## src/hpq_pkg.sv

```systemverilog
package hpq_pkg;

  localparam int CAPACITY  = 64;
  localparam int ID_BITS   = 6;
  localparam int KEY_BITS  = 32;
  localparam int POS_BITS  = 7;
  localparam int ADDR_BITS = 6;
  localparam int ID_COUNT  = 64;

  localparam logic [1:0] CMD_INSERT = 2'd0;
  localparam logic [1:0] CMD_POP    = 2'd1;
  localparam logic [1:0] CMD_REMOVE = 2'd2;
  localparam logic [1:0] CMD_NOP    = 2'd3;

  localparam logic [2:0] ST_OK     = 3'd0;
  localparam logic [2:0] ST_FULL   = 3'd1;
  localparam logic [2:0] ST_DUP    = 3'd2;
  localparam logic [2:0] ST_ABSENT = 3'd3;
  localparam logic [2:0] ST_EMPTY  = 3'd4;

  typedef struct packed {
    logic [ID_BITS-1:0]  id;
    logic [KEY_BITS-1:0] key;
  } slot_t;

  typedef struct packed {
    logic                 en;
    logic [ADDR_BITS-1:0] addr;
    slot_t                data;
  } slot_wr_t;

  typedef struct packed {
    logic                set_en;
    logic [ID_BITS-1:0]  set_id;
    logic [POS_BITS-1:0] set_pos;
    logic                clr_en;
    logic [ID_BITS-1:0]  clr_id;
  } pos_wr_t;

  typedef enum logic [3:0] {
    S_IDLE,
    S_LOOK,
    S_UP,
    S_UPC,
    S_POP,
    S_POPL,
    S_DN,
    S_DNC,
    S_TOP,
    S_DONE
  } state_t;

endpackage

```

## src/hpq_posmap.sv

```systemverilog
module hpq_posmap (
  input  logic                           clk,
  input  logic                           rst,
  input  hpq_pkg::pos_wr_t               wr,
  input  logic                           re,
  input  logic [hpq_pkg::ID_BITS-1:0]    rd_id,
  output logic [hpq_pkg::POS_BITS-1:0]   rd_pos
);

  logic [hpq_pkg::POS_BITS-1:0] mem [hpq_pkg::ID_COUNT];
  logic [hpq_pkg::ID_COUNT-1:0] present;

  always_ff @(posedge clk) begin
    if (wr.set_en) begin
      mem[wr.set_id] <= wr.set_pos;
    end
    if (re) begin
      rd_pos <= present[rd_id] ? mem[rd_id] : '0;
    end
  end

  always_ff @(posedge clk) begin
    if (rst) begin
      present <= '0;
    end else begin
      if (wr.clr_en) begin
        present[wr.clr_id] <= 1'b0;
      end
      if (wr.set_en) begin
        present[wr.set_id] <= 1'b1;
      end
    end
  end

endmodule

```

## config.mk

```make
export PLATFORM = sky130hd
export DESIGN_NAME = hpq_posmap
export DESIGN_NICKNAME = d
export VERILOG_FILES = /design/src/hpq_pkg.sv /design/src/hpq_posmap.sv
export SDC_FILE = /design/constraint.sdc
export NUM_CORES = 1
export LEC_CHECK = 0
export BUFFER_PORTS_ARGS = -buffer_cell sky130_fd_sc_hd__buf_4
export CAP_MARGIN = 30
export CORE_ASPECT_RATIO = 0.9
export CORE_MARGIN = 10
export CORE_UTILIZATION = 55
export DETAILED_ROUTE_END_ITERATION = 12
export GPL_TIMING_DRIVEN = 1
export HOLD_SLACK_MARGIN = 0.15
export PLACE_DENSITY_LB_ADDON = 0.2
export SYNTH_ARGS = -nofsm -noshare
export SYNTH_HDL_FRONTEND = slang
export SYNTH_SLANG_ARGS = --single-unit
```

## constraint.sdc

```tcl
create_clock -name clk -period 5.6 [get_ports clk]
set_input_delay 0.28 -clock clk [delete_from_list [all_inputs] [get_ports clk]]
set_output_delay 0.28 -clock clk [all_outputs]
set_load 0.01 [all_outputs]
```

=== Word level (Yosys, flattened, before mapping) ===
Memories as Yosys holds them, arrays and structs flattened. A register that Yosys moved wholly into a read port is not among the register bits.
Cells that the tools add are included.
W data, S select, Z words.

* Register bits: 64
* Output and inout bits: 7
* Memories kept: 1
* Logic and storage cells: 24
* Memory bits (writable): 448
* Bits of input ports: 30

* Order comparisons: 5
* Mux-type cells: 11
* Reduce and logical (&&, ||, !) cells: 3
* Bitwise operators: 3

{| class="wikitable"
|+ Memory list
! name !! depth !! bits a word !! rd ports !! clocked after Yosys merged registers in !! wr ports !! RTL line !! text
|-
| mem || 64 || 7 || 1 || 1 || 1 || hpq_posmap.sv:10 || <nowiki>logic [hpq_pkg::POS_BITS-1:0] mem [hpq_pkg::ID_COUNT];</nowiki>
|}

{| class="wikitable"
|+ Operators by type and width
! cell !! number
|-
| $mux W64 || 3
|-
| $and A64 B64 Y64 || 1
|-
| $not A64 Y64 || 1
|-
| $or A64 B64 Y64 || 1
|-
| $lt A6 B7 Y1 const B || 3
|-
| $demux W1 S6 || 2
|-
| $ge A6 B1 Y1 const B || 2
|-
| $bmux W1 S6 || 1
|-
| $mux W1 || 5
|-
| $logic_and A1 B1 Y1 || 2
|-
| $logic_not A1 Y1 || 1
|}

=== Longest topological paths before layout ===
* Depth after elaboration: 10
* Mapped depth: 8

=== Worst setup path after synthesis ===
No wires, ideal clock.

* Path type: input to register
* Start: input rd_id[0] (netlist bit)
* End: register rd_pos[4] (netlist bit), read port of mem (data pin)
* Arrival: 1799 ps
* Slack: 3533 ps
* Stages: 7
* Path buffers: 2
* Data required time: 5332 ps
* Cell sequence: buf_2 > buf_2 > mux4_2 > a22oi_1 > a21oi_1 > nor4_1 > a21oi_1

* Word-level cells in the longest chain between the ends: 3

{| class="wikitable"
|+ Ends and longest elaborated chain
! what !! RTL line !! text
|-
| start: declaration || hpq_posmap.sv:6 || <nowiki>input logic [hpq_pkg::ID_BITS-1:0] rd_id,</nowiki>
|-
| $bmux W1 S6 || hpq_posmap.sv:18 || <nowiki>rd_pos <= present[rd_id] ? mem[rd_id] : '0;</nowiki>
|-
| $mux W1 (not written as such) || hpq_posmap.sv:18 ||
|-
| $logic_not A1 Y1 (no line) || -- ||
|-
| end: declaration || hpq_posmap.sv:7 || <nowiki>output logic [hpq_pkg::POS_BITS-1:0] rd_pos</nowiki>
|}

Several ways; a longest one is shown, not always the timed one. The select of a mux whose other input is x is not followed.
A chain may end at the register's enable or synchronous reset.

=== Worst setup path in the final report ===
Ends and elaborated chain as after synthesis.

==> metrics.md <==
| Metric | Value |
|---|---|
| Status | `finished, final reports clean` |
| Critical path startpoint category | `primary input` |
| Max-Cap Viols | `0` |
| Critical Path End Type | `register` |
| Lkg Pwr | `0.00760 µW` |
| Reg2Reg Depth | `5` |
| Post-synth EDFFs | `455` |
| Final Routed Wirelength | `47,600 µm` |
| Util after Layout | `61.5%` |
| Worst-Margin Slew | `1060 ps` |
| Number of CTS-inserted buffers | `51` |
| RSZ-0062 raised after global routing | `no` |
| Vias/cell | `6.41` |
| Post-DP HPWL | `29,800 µm` |
| Post-synth top flop | `edfxtp_1` |
| Placer Congestion | `0.861` |
| Final hold vios | `0` |
| ANT nets after route | `0` |
| Fin Setup TNS | `0 ps` |
| Nets | `1,225` |
| Period Utilization, post-route | `45.3%` |
| Avg Cell Area, Syn | `17.6 µm²` |
| Initial antenna violation count | `0` |
| Starting Density | `55.3%` |
| Crit Path Class | `primary input to register` |
| Io pins | `37` |
| Post-Synthesis Net Count | `1,193` |
| Die height | `203 µm` |
| Number of synthesized register bits | `519` |
| Core box area | `37,100 µm²` |
| Relative slew margins | `29.2%` |
| Maximum clock insertion buffer count | `3` |
| CTS tree | `built` |
| Total GRT Usage | `20.7%` |
| Yosys cell types | `39` |
| VDD IR max | `218 µV` |
| Endpoints failing setup | `0` |
| Arrival time at the worst endpoint | `2840 ps` |
| # port buffers | `36` |
| Cells after synthesis | `1,163` |
| Critical Path Fanout Max | `68` |
| # diodes | `0` |
| Register area share after synthesis | `72.9%` |
| Sink count of the clock tree | `519` |
| First-pass GRT wire length | `70,800 µm` |
| Clk_lat worst skew | `570 ps` |
| Synthesized cell area | `20,500 µm²` |
| Row Count | `67` |
| Root Buffer | `clkbuf_16` |
| Drt pass-1 iters | `5` |
| Hold path cells | `4` |
| Final Max Tran Viols | `0` |
| Fin crit period | `2540 ps` |
| Global route total overflow | `0` |
| Clock skew | `13.6 ps` |
| # fillers | `2,663` |
| H-tree Lvls | `2` |
| Warnings, synthesis | `0` |
| Hold WC Path Type | `primary input to register` |
| Via count | `11,000` |
| Placed cells | `1,617` |
| Fmax achieved | `394 MHz` |
| Share of layout cells above drive strength 1 | `20.1%` |
| DIE WIDTH | `223 µm` |
| Non-Filler Instances | `1,719` |
| WL/cell | `27.7 µm` |
| Ys async rst share | `0%` |
| Req. time, crit path | `5900 ps` |
| DR iter-0 viols | `1,512` |
| Vias in the first global route | `11,000` |
| Pwr dens | `346 nW/µm²` |
| # DRC | `0` |
| Die ar. | `45,400 µm²` |
| CTS clock-pin slew for the worst setup and hold paths | `60 ps` |
| P&R area growth vs syn | `11.1%` |
| Largest net degree at the start of global routing | `71` |
==> cell families after synthesis <==
family,after synthesis,synth area share (%)
flip-flops,519,72.9
buffers and inverters,131,2.83
multiplexers,134,14.2
AO/OA/AOI/OAI,229,6.55
AND/OR/NAND/NOR,150,3.51
==> cell usage in the layout (no fill, tap or decap), drive strengths merged, types with 8 or more instances in the layout <==
cell,netlist,final
dfxtp,64,64
a21oi,99,99
nor2b,9,9
clkbuf,27,69
and2,10,10
clkinv,0,18
nand2,75,75
inv,64,65
a22oi,57,57
edfxtp,455,455
mux4,125,125
nor2,16,16
o21ai,64,64
dlygate4sd3,0,8
buf,40,37
==> routing by layer <==
metal | wire (µm) | global-route usage (%) | up-vias | share of wire, %
met3 | 5350 | 6.40 | 60 | 11
li1 | - | - | 4686 | -
met1 | 20500 | 30.8 | 5713 | 43
met2 | 21000 | 29.7 | 562 | 44
met5 | 0 | 0 | - | 0
met4 | 777 | 4.70 | 0 | 1.6
==> through the flow <==
stage	total power, µW	area (µm²)	worst slack (ps)	hold WS, ps
5_1_grt	8100	22800	2810	196
3_5_place_dp	4700	21100	2480	466
4_1_cts	7920	22800	3060	153
3_3_place_gp	4700	21100	2460	458
2_1_floorplan	4540	20500	3530	379
6_report	7890	22800	3060	178
==> cells in the mapped netlist, drive strengths merged, types with 2 or more instances <==
cell / instances / area [µm²]
a211oi: 2 / 15.0
a21oi: 99 / 495
a22oi: 57 / 428
and2: 10 / 62.6
and3: 4 / 25.0
and3b: 2 / 17.5
buf: 40 / 238
clkbuf: 27 / 103
dfxtp: 64 / 1280
edfxtp: 455 / 13700
inv: 64 / 240
mux2: 3 / 33.8
mux2i: 6 / 60.1
mux4: 125 / 2820
nand2: 75 / 282
nand2b: 7 / 43.8
nand3: 6 / 30.0
nand3b: 5 / 37.5
nand4: 2 / 12.5
nor2: 16 / 62.6
nor2b: 9 / 56.3
nor3: 2 / 10.0
nor3b: 2 / 15.0
nor4: 7 / 43.8
o21ai: 64 / 320
o31ai: 2 / 15.0
==> where the power goes <==
part	switching (µW)	leakage [µW]	total (µW)	internal, µW
sequential	11.1	0.00462	4240	4230
combinational	242	0.00221	380	138
clock	1400	0.000774	3270	1860
total	1660	0.00760	7890	6230
==> worst max-delay path, stage by stage <==
cell and delay, ps:
clkbuf_8 570, buf_12 470, mux4_2 570, a22oi_1 210, nand4_1 220, o311ai_4 210, a21oi_1 140
==> registers in the layout, indices dropped and copies added, names as in the netlist <==
name and count:
mem 448, present 64, rd_pos 7
==> area by class of cell <==
type | instances | area [µm²] | area share (%)
Clock inverter | 26 | 184 | 0.807
Sequential cell | 519 | 14900 | 65.6
Timing Repair Buffer | 46 | 400 | 1.76
Clock buffer | 68 | 1410 | 6.20
Inverter | 64 | 240 | 1.05
Multi-Input combinational cell | 513 | 4990 | 21.9
Tap cell | 483 | 604 | 2.65
==> timing repair <==
item                                    in CTS  in global routing
hold buffers                                 8                  0
endpoints found under the hold margin       14                  0
setup buffers                                0                  0
resized for setup                            0                  0
endpoints found under the setup margin       0                  0
==> final timing paths <==
| path | from | slack (ps) | to |
|---|---|---|---|
| worst min register to register | present[33]$_SDFF_PP0_ | 480 | present[33]$_SDFF_PP0_ |
| worst max register to register | mem[54][5]$_DFFE_PP_ | 3380 | rd_pos[5]$_SDFFCE_PN0P_ |
| worst max-delay path | rd_id[0] | 3060 | rd_pos[4]$_SDFFCE_PN0P_ |
| worst min-delay path | wr[16] | 180 | present[42]$_SDFF_PP0_ |
No activity file was read; power rests on OpenSTA's default activity.
