## config.mk

```make
export PLATFORM = sky130hd
export DESIGN_NAME = hpq_slots
export DESIGN_NICKNAME = d
export VERILOG_FILES = /design/src/hpq_pkg.sv /design/src/hpq_slots.sv
export SDC_FILE = /design/constraint.sdc
export NUM_CORES = 2
export LEC_CHECK = 0
export BUFFER_PORTS_ARGS = -buffer_cell sky130_fd_sc_hd__buf_2
export CAP_MARGIN = 20
export CORE_AREA = 10 10 431 433
export CTS_BUF_LIST = sky130_fd_sc_hd__clkbuf_4 sky130_fd_sc_hd__clkbuf_8
export DETAILED_ROUTE_END_ITERATION = 10
export DIE_AREA = 0 0 441 443
export HOLD_SLACK_MARGIN = 0.08
export PLACE_DENSITY_LB_ADDON = 0.3
export SYNTH_ARGS = -nofsm -noshare
export SYNTH_HDL_FRONTEND = slang
export SYNTH_SLANG_ARGS = --single-unit
```

## constraint.sdc

```tcl
create_clock -name clk -period 5.35 [get_ports clk]
set_input_delay 1.07 -clock clk [delete_from_list [all_inputs] [get_ports clk]]
set_output_delay 1.07 -clock clk [all_outputs]
set_load 0.05 [all_outputs]
```

## src/hpq_pkg.sv

```systemverilog
package hpq_pkg;

  localparam int CAPACITY  = 64;
  localparam int ID_BITS   = 6;
  localparam int KEY_BITS  = 32;
  localparam int POS_BITS  = 7;
  localparam int ADDR_BITS = 6;
  localparam int ID_COUNT  = 64;

  localparam logic [1:0] CMD_INSERT = 2'd0;
  localparam logic [1:0] CMD_POP    = 2'd1;
  localparam logic [1:0] CMD_REMOVE = 2'd2;
  localparam logic [1:0] CMD_NOP    = 2'd3;

  localparam logic [2:0] ST_OK     = 3'd0;
  localparam logic [2:0] ST_FULL   = 3'd1;
  localparam logic [2:0] ST_DUP    = 3'd2;
  localparam logic [2:0] ST_ABSENT = 3'd3;
  localparam logic [2:0] ST_EMPTY  = 3'd4;

  typedef struct packed {
    logic [ID_BITS-1:0]  id;
    logic [KEY_BITS-1:0] key;
  } slot_t;

  typedef struct packed {
    logic                 en;
    logic [ADDR_BITS-1:0] addr;
    slot_t                data;
  } slot_wr_t;

  typedef struct packed {
    logic                set_en;
    logic [ID_BITS-1:0]  set_id;
    logic [POS_BITS-1:0] set_pos;
    logic                clr_en;
    logic [ID_BITS-1:0]  clr_id;
  } pos_wr_t;

  typedef enum logic [3:0] {
    S_IDLE,
    S_LOOK,
    S_UP,
    S_UPC,
    S_POP,
    S_POPL,
    S_DN,
    S_DNC,
    S_TOP,
    S_DONE
  } state_t;

endpackage

```

## src/hpq_slots.sv

```systemverilog
module hpq_slots (
  input  logic                            clk,
  input  hpq_pkg::slot_wr_t               wr,
  input  logic                            re_a,
  input  logic [hpq_pkg::ADDR_BITS-1:0]   addr_a,
  input  logic                            re_b,
  input  logic [hpq_pkg::ADDR_BITS-1:0]   addr_b,
  output hpq_pkg::slot_t                  rd_a,
  output hpq_pkg::slot_t                  rd_b
);

  hpq_pkg::slot_t mem [hpq_pkg::CAPACITY];

  always_ff @(posedge clk) begin
    if (wr.en) begin
      mem[wr.addr] <= wr.data;
    end
    if (re_a) begin
      rd_a <= mem[addr_a];
    end
    if (re_b) begin
      rd_b <= mem[addr_b];
    end
  end

endmodule

```

Yosys cells after proc, flatten, opt, wreduce, memory -nomap -nowiden
Memory sizes are Yosys's and may differ from the RTL's. A register that Yosys moved wholly into a read port is not among the register bits.
Cells that the tools add are included.
W data, S select, Z words.
{"block": "op_classes", "add_sub_neg": 0, "n_eq_ne": 0, "div": 0, "mux": 2, "bitwise": 0, "mul": 0, "shift": 0, "reduce_logical": 0, "order_cmp": 0}
{"cell": "$mux W1", "count": 2}
{"block": "word_totals", "memories": 1, "rom_bits": 0, "input_bits": 60, "latch_bits": 0, "elab_cells": 3, "reg_bits": 0, "ram_bits": 2432}
{"name": "mem", "depth": 64, "width": 38, "rd": 2, "rd_clocked_by_memory_dff": 2, "wr": 1, "line_no": "hpq_slots.sv:12", "text": "hpq_pkg::slot_t mem [hpq_pkg::CAPACITY];"}

Logic depth before layout (Yosys ltp)
{"block": "logic_depth", "word_depth": 2, "ltp_mapped": 10}

Worst setup path before layout
Ideal clock, no wire load.
{"block": "synth_path", "path_kind": "input to register", "startpoint": "input wr[41] (netlist bit)", "endpoint": "memory mem[48][0] (netlist bit), enable pin", "cell_stages": 4, "arrival_ns": 4.197, "required_ns": 4.870, "setup_slack_ns": 0.672, "cell_sequence": "clkbuf_1 > nor2b_1 > nand4b_1 > nor3_1"}
{"item": "start: declaration", "line_no": "hpq_slots.sv:3", "text": "input hpq_pkg::slot_wr_t wr,"}
{"item": "end: declaration", "line_no": "hpq_slots.sv:12"}
Straight into the memory's write port.

Worst setup path in the final report
{"block": "layout_path", "startpoint": "register rd_b[6] (netlist name)", "endpoint": "output rd_b[6] (netlist bit)"}
{"item": "end: declaration", "line_no": "hpq_slots.sv:9", "text": "output hpq_pkg::slot_t rd_b"}
No word-level cell between the ends.

==> impl_metrics.xml <==
<?xml version="1.0" encoding="UTF-8"?>
<metrics>
  <group name="outcome">
    <metric name="status" unit="">finished, final reports clean</metric>
  </group>
  <group name="power_and_ir_drop">
    <metric name="switching_part_of_the_total_power" unit="%">23.4</metric>
    <metric name="power.ir.vdd_worst" unit="mV">0.202</metric>
    <metric name="p_int" unit="µW">32000</metric>
    <metric name="clockPowerShare" unit="%">38.7</metric>
    <metric name="power_frac_comb" unit="%">8.5</metric>
    <metric name="leakage" unit="µW">0.0401</metric>
    <metric name="powerDensity" unit="nW/µm²">328</metric>
    <metric name="netSwitchingPower" unit="µW">9750</metric>
    <metric name="seq_power_share" unit="%">52.8</metric>
  </group>
  <group name="setup_path">
    <metric name="path_class" unit="">flip-flop to output port</metric>
    <metric name="cp.depth" unit="">1</metric>
    <metric name="critical_path.reg2reg.startpoint" unit="">mem[0][13]</metric>
    <metric name="crit_buf_inv" unit="">1</metric>
    <metric name="max_stage_delay" unit="ns">0.84</metric>
    <metric name="critPathTopFamily" unit="">flip-flops</metric>
    <metric name="timing.critical_path.cells" unit="">buf_2</metric>
    <metric name="critical_path_required" unit="ns">4.28</metric>
    <metric name="r2r_cells" unit="">5</metric>
    <metric name="source_of_the_critical_timing_path" unit="">rd_b[6]</metric>
    <metric name="worstReg2RegEnd" unit="">rd_b[13]</metric>
    <metric name="crit_path_top_delay_cell" unit="">edfxtp_1</metric>
    <metric name="critPathCapture" unit="">rd_b[6]</metric>
    <metric name="critical_path_capture_point_type" unit="">output port</metric>
    <metric name="critical_path.startpoint_type" unit="">flip-flop</metric>
    <metric name="crit_fanout" unit="">1</metric>
    <metric name="r2r_setup_slack" unit="ns">2.84</metric>
    <metric name="cp.arrival" unit="ns">2.31</metric>
  </group>
  <group name="flow_run">
    <metric name="cap_violations" unit="">0</metric>
  </group>
  <group name="clock_network">
    <metric name="tritoncts" unit="">yes</metric>
    <metric name="hold_buffers" unit="">0</metric>
    <metric name="cts_inserted_buffers" unit="">400</metric>
    <metric name="cts.htree.levels" unit="">5</metric>
    <metric name="numClockSinks" unit="">2508</metric>
    <metric name="worstSkewPairLatency" unit="ns">1.12</metric>
    <metric name="post_cts.resized_instances" unit="">0</metric>
    <metric name="number_of_buffers_between_clock_root_and_the_deepest_sink" unit="">4</metric>
    <metric name="clk_pin_slew" unit="ns">0.06</metric>
    <metric name="clk_root_buffer_cell" unit="">clkbuf_8</metric>
    <metric name="post-cts-setup-buffers" unit="">0</metric>
  </group>
  <group name="synth">
    <metric name="synth.largest_area_cell" unit="">edfxtp_1</metric>
    <metric name="synth_edf_count" unit="">2508</metric>
    <metric name="yosys_most_used_dff" unit="">edfxtp_1</metric>
    <metric name="yosys_register_bits" unit="">2508</metric>
    <metric name="net_count_synth" unit="">5136</metric>
    <metric name="ys_seq_area_share" unit="%">65.9</metric>
    <metric name="async_reset_ff_share" unit="%">0</metric>
    <metric name="synth_area_per_cell" unit="µm²">22.5</metric>
    <metric name="synth_warnings" unit="">0</metric>
    <metric name="syn_inst" unit="">5076</metric>
    <metric name="ys_types" unit="">37</metric>
    <metric name="synth_top_area_share" unit="%">65.9</metric>
    <metric name="yosys-top-cells-area" unit="">edfxtp_1 (66%), mux4_2 (28%), mux2i_1 (1.4%)</metric>
    <metric name="post_syn_area" unit="µm²">114000</metric>
  </group>
  <group name="place">
    <metric name="preCtsSetupSlack" unit="ns">1.06</metric>
    <metric name="detailedPlacementHpwl" unit="µm">212000</metric>
    <metric name="dpl_cell_area" unit="µm²">119000</metric>
    <metric name="buffer_ports.inserted" unit="">135</metric>
    <metric name="gpl.final_weighted_congestion" unit="">0.878</metric>
  </group>
  <group name="timing">
    <metric name="finalSetupViolCount" unit="">0</metric>
    <metric name="fin_worst_skew" unit="ns">0.0595</metric>
    <metric name="setup-tns-final" unit="ns">0</metric>
    <metric name="achievable_freq" unit="MHz">296</metric>
    <metric name="final_max_slew_viol_count" unit="">0</metric>
    <metric name="period_needed" unit="ns">3.38</metric>
    <metric name="grt_setup_unrepaired" unit="">no</metric>
    <metric name="slew-limit-headroom" unit="%">20.0</metric>
    <metric name="final_critical_path_setup_slack" unit="ns">1.97</metric>
    <metric name="finalHoldViolations" unit="">0</metric>
    <metric name="layout_worst_path_cycle_share" unit="%">63.2</metric>
    <metric name="finalHoldWorstSlack" unit="ns">0.244</metric>
    <metric name="timing_worst_slew_pin_value" unit="ns">1.20</metric>
  </group>
  <group name="grt">
    <metric name="grt_first_pass_wirelength" unit="µm">496000</metric>
    <metric name="initial_antenna_violation_count" unit="">47</metric>
    <metric name="first_global_vias" unit="">65000</metric>
    <metric name="grt_util_all_layers" unit="%">36.5</metric>
    <metric name="grt_max_degree" unit="">83</metric>
    <metric name="grt_overflow_total" unit="">0</metric>
  </group>
  <group name="die">
    <metric name="core_region_area" unit="µm²">177000</metric>
    <metric name="die_height" unit="µm">443</metric>
    <metric name="die_w" unit="µm">441</metric>
    <metric name="initial_core_util" unit="%">64.5</metric>
    <metric name="io_pins" unit="">136</metric>
    <metric name="row_count" unit="">155</metric>
    <metric name="floorplan.die_area" unit="µm²">195000</metric>
  </group>
  <group name="route">
    <metric name="route.final.wire_length" unit="µm">353000</metric>
    <metric name="detailedRoute.firstPassIterationCount" unit="">8</metric>
    <metric name="drt_iter0_drc" unit="">10900</metric>
    <metric name="wire_per_inst" unit="µm">43.2</metric>
    <metric name="drc" unit="">0</metric>
    <metric name="route.vias.total" unit="">64400</metric>
    <metric name="vias_per_cell" unit="">7.87</metric>
    <metric name="postRouteAntennaNets" unit="">0</metric>
  </group>
  <group name="cells_and_area">
    <metric name="post_route_cells_drive_above_1_share" unit="%">44.2</metric>
    <metric name="mostFrequentLayoutCell" unit="">edfxtp_1</metric>
    <metric name="final_nets" unit="">5543</metric>
    <metric name="utilization" unit="%">71.7</metric>
    <metric name="finish.instance_area" unit="µm²">127000</metric>
    <metric name="area_growth_synth_to_finish" unit="%">11.3</metric>
    <metric name="layout.cells.most_common_list" unit="">edfxtp_1 (2508), mux4_2 (1415), clkbuf_8 (408), buf_4 (217), mux2i_1 (159)</metric>
  </group>
  <group name="min_path">
    <metric name="worstHoldPathType" unit="">input pin to flip-flop</metric>
  </group>
</metrics>
==> logic make-up after synthesis <==
family	Yosys count	synth area share (%)
compound gates	247	1.53
buf+inv	406	1.70
flops	2508	65.9
mux	1617	29.7
simple gates	298	1.18
==> power groups by stage <==
stage	Sequential (µW)	Clock [µW]	Combinational, µW
3_5_place_dp	22400	0	3480
3_3_place_gp	22400	0	3420
4_1_cts	22000	16200	3490
5_1_grt	22000	17100	3660
6_report	22000	16200	3530
2_1_floorplan	22500	0	2070
==> final cells by class <==
| class | count | area (µm²) |
|---|---|---|
| clock inverter | 184 | 1220 |
| clock buffer | 525 | 6490 |
| timing repair buffer | 410 | 3550 |
| antenna | 33 | 82.6 |
| inverter | 1 | 3.75 |
| fill | 9904 | 50100 |
| multi-input combinational | 2162 | 37600 |
| tap | 2355 | 2950 |
| sequential | 2508 | 75300 |
==> worst min-delay path by stage <==
| stage | slack, ns | endpoint | start | depth (start not counted) |
|---|---|---|---|---|
| 3_3_place_gp | 0.91 | rd_a[20] | mem[45][20] | 5 |
| 3_5_place_dp | 0.94 | rd_a[8] | mem[43][8] | 5 |
| 6_report | 0.24 | mem[48][19] | wr[19] | 1 |
| 2_1_floorplan | 0.88 | rd_a[10] | mem[44][10] | 5 |
| 4_1_cts | 0.54 | mem[53][16] | wr[40] | 3 |
| 5_1_grt | 0.23 | mem[50][19] | wr[19] | 1 |
==> cell usage after synthesis, drive strengths merged, types with 4 or more instances <==
| master | n |
|---|---|
| edfxtp | 2508 |
| mux4 | 1415 |
| buf | 253 |
| mux2i | 159 |
| clkbuf | 152 |
| nand2 | 119 |
| a22oi | 86 |
| nor2 | 80 |
| a211oi | 47 |
| nor2b | 47 |
| a21oi | 45 |
| mux2 | 43 |
| o211ai | 41 |
| nand3 | 22 |
| nand2b | 15 |
| o22ai | 11 |
| nand3b | 4 |
| o21ai | 4 |
| o221a | 4 |
==> routing by layer <==
| layer | track usage [%] | part of all wire [%] |
|---|---|---|
| met3 | 12.9 | 16 |
| met5 | 0 | 0.069 |
| met2 | 53.1 | 46 |
| met1 | 47.9 | 31 |
| met4 | 21.9 | 7.2 |
==> through the flow <==
stage / std cells / power (µW)
3_3_place_gp: 7430 / 25900
5_1_grt: 8162 / 42800
2_1_floorplan: 5076 / 24600
6_report: 8178 / 41700
3_5_place_dp: 7432 / 25900
4_1_cts: 8141 / 41800
==> state kept, by name (all words and copies together) (netlist names) <==
register and flops:
rd_a 38, mem 2432, rd_b 38
Power figures use the tool's default switching activity.
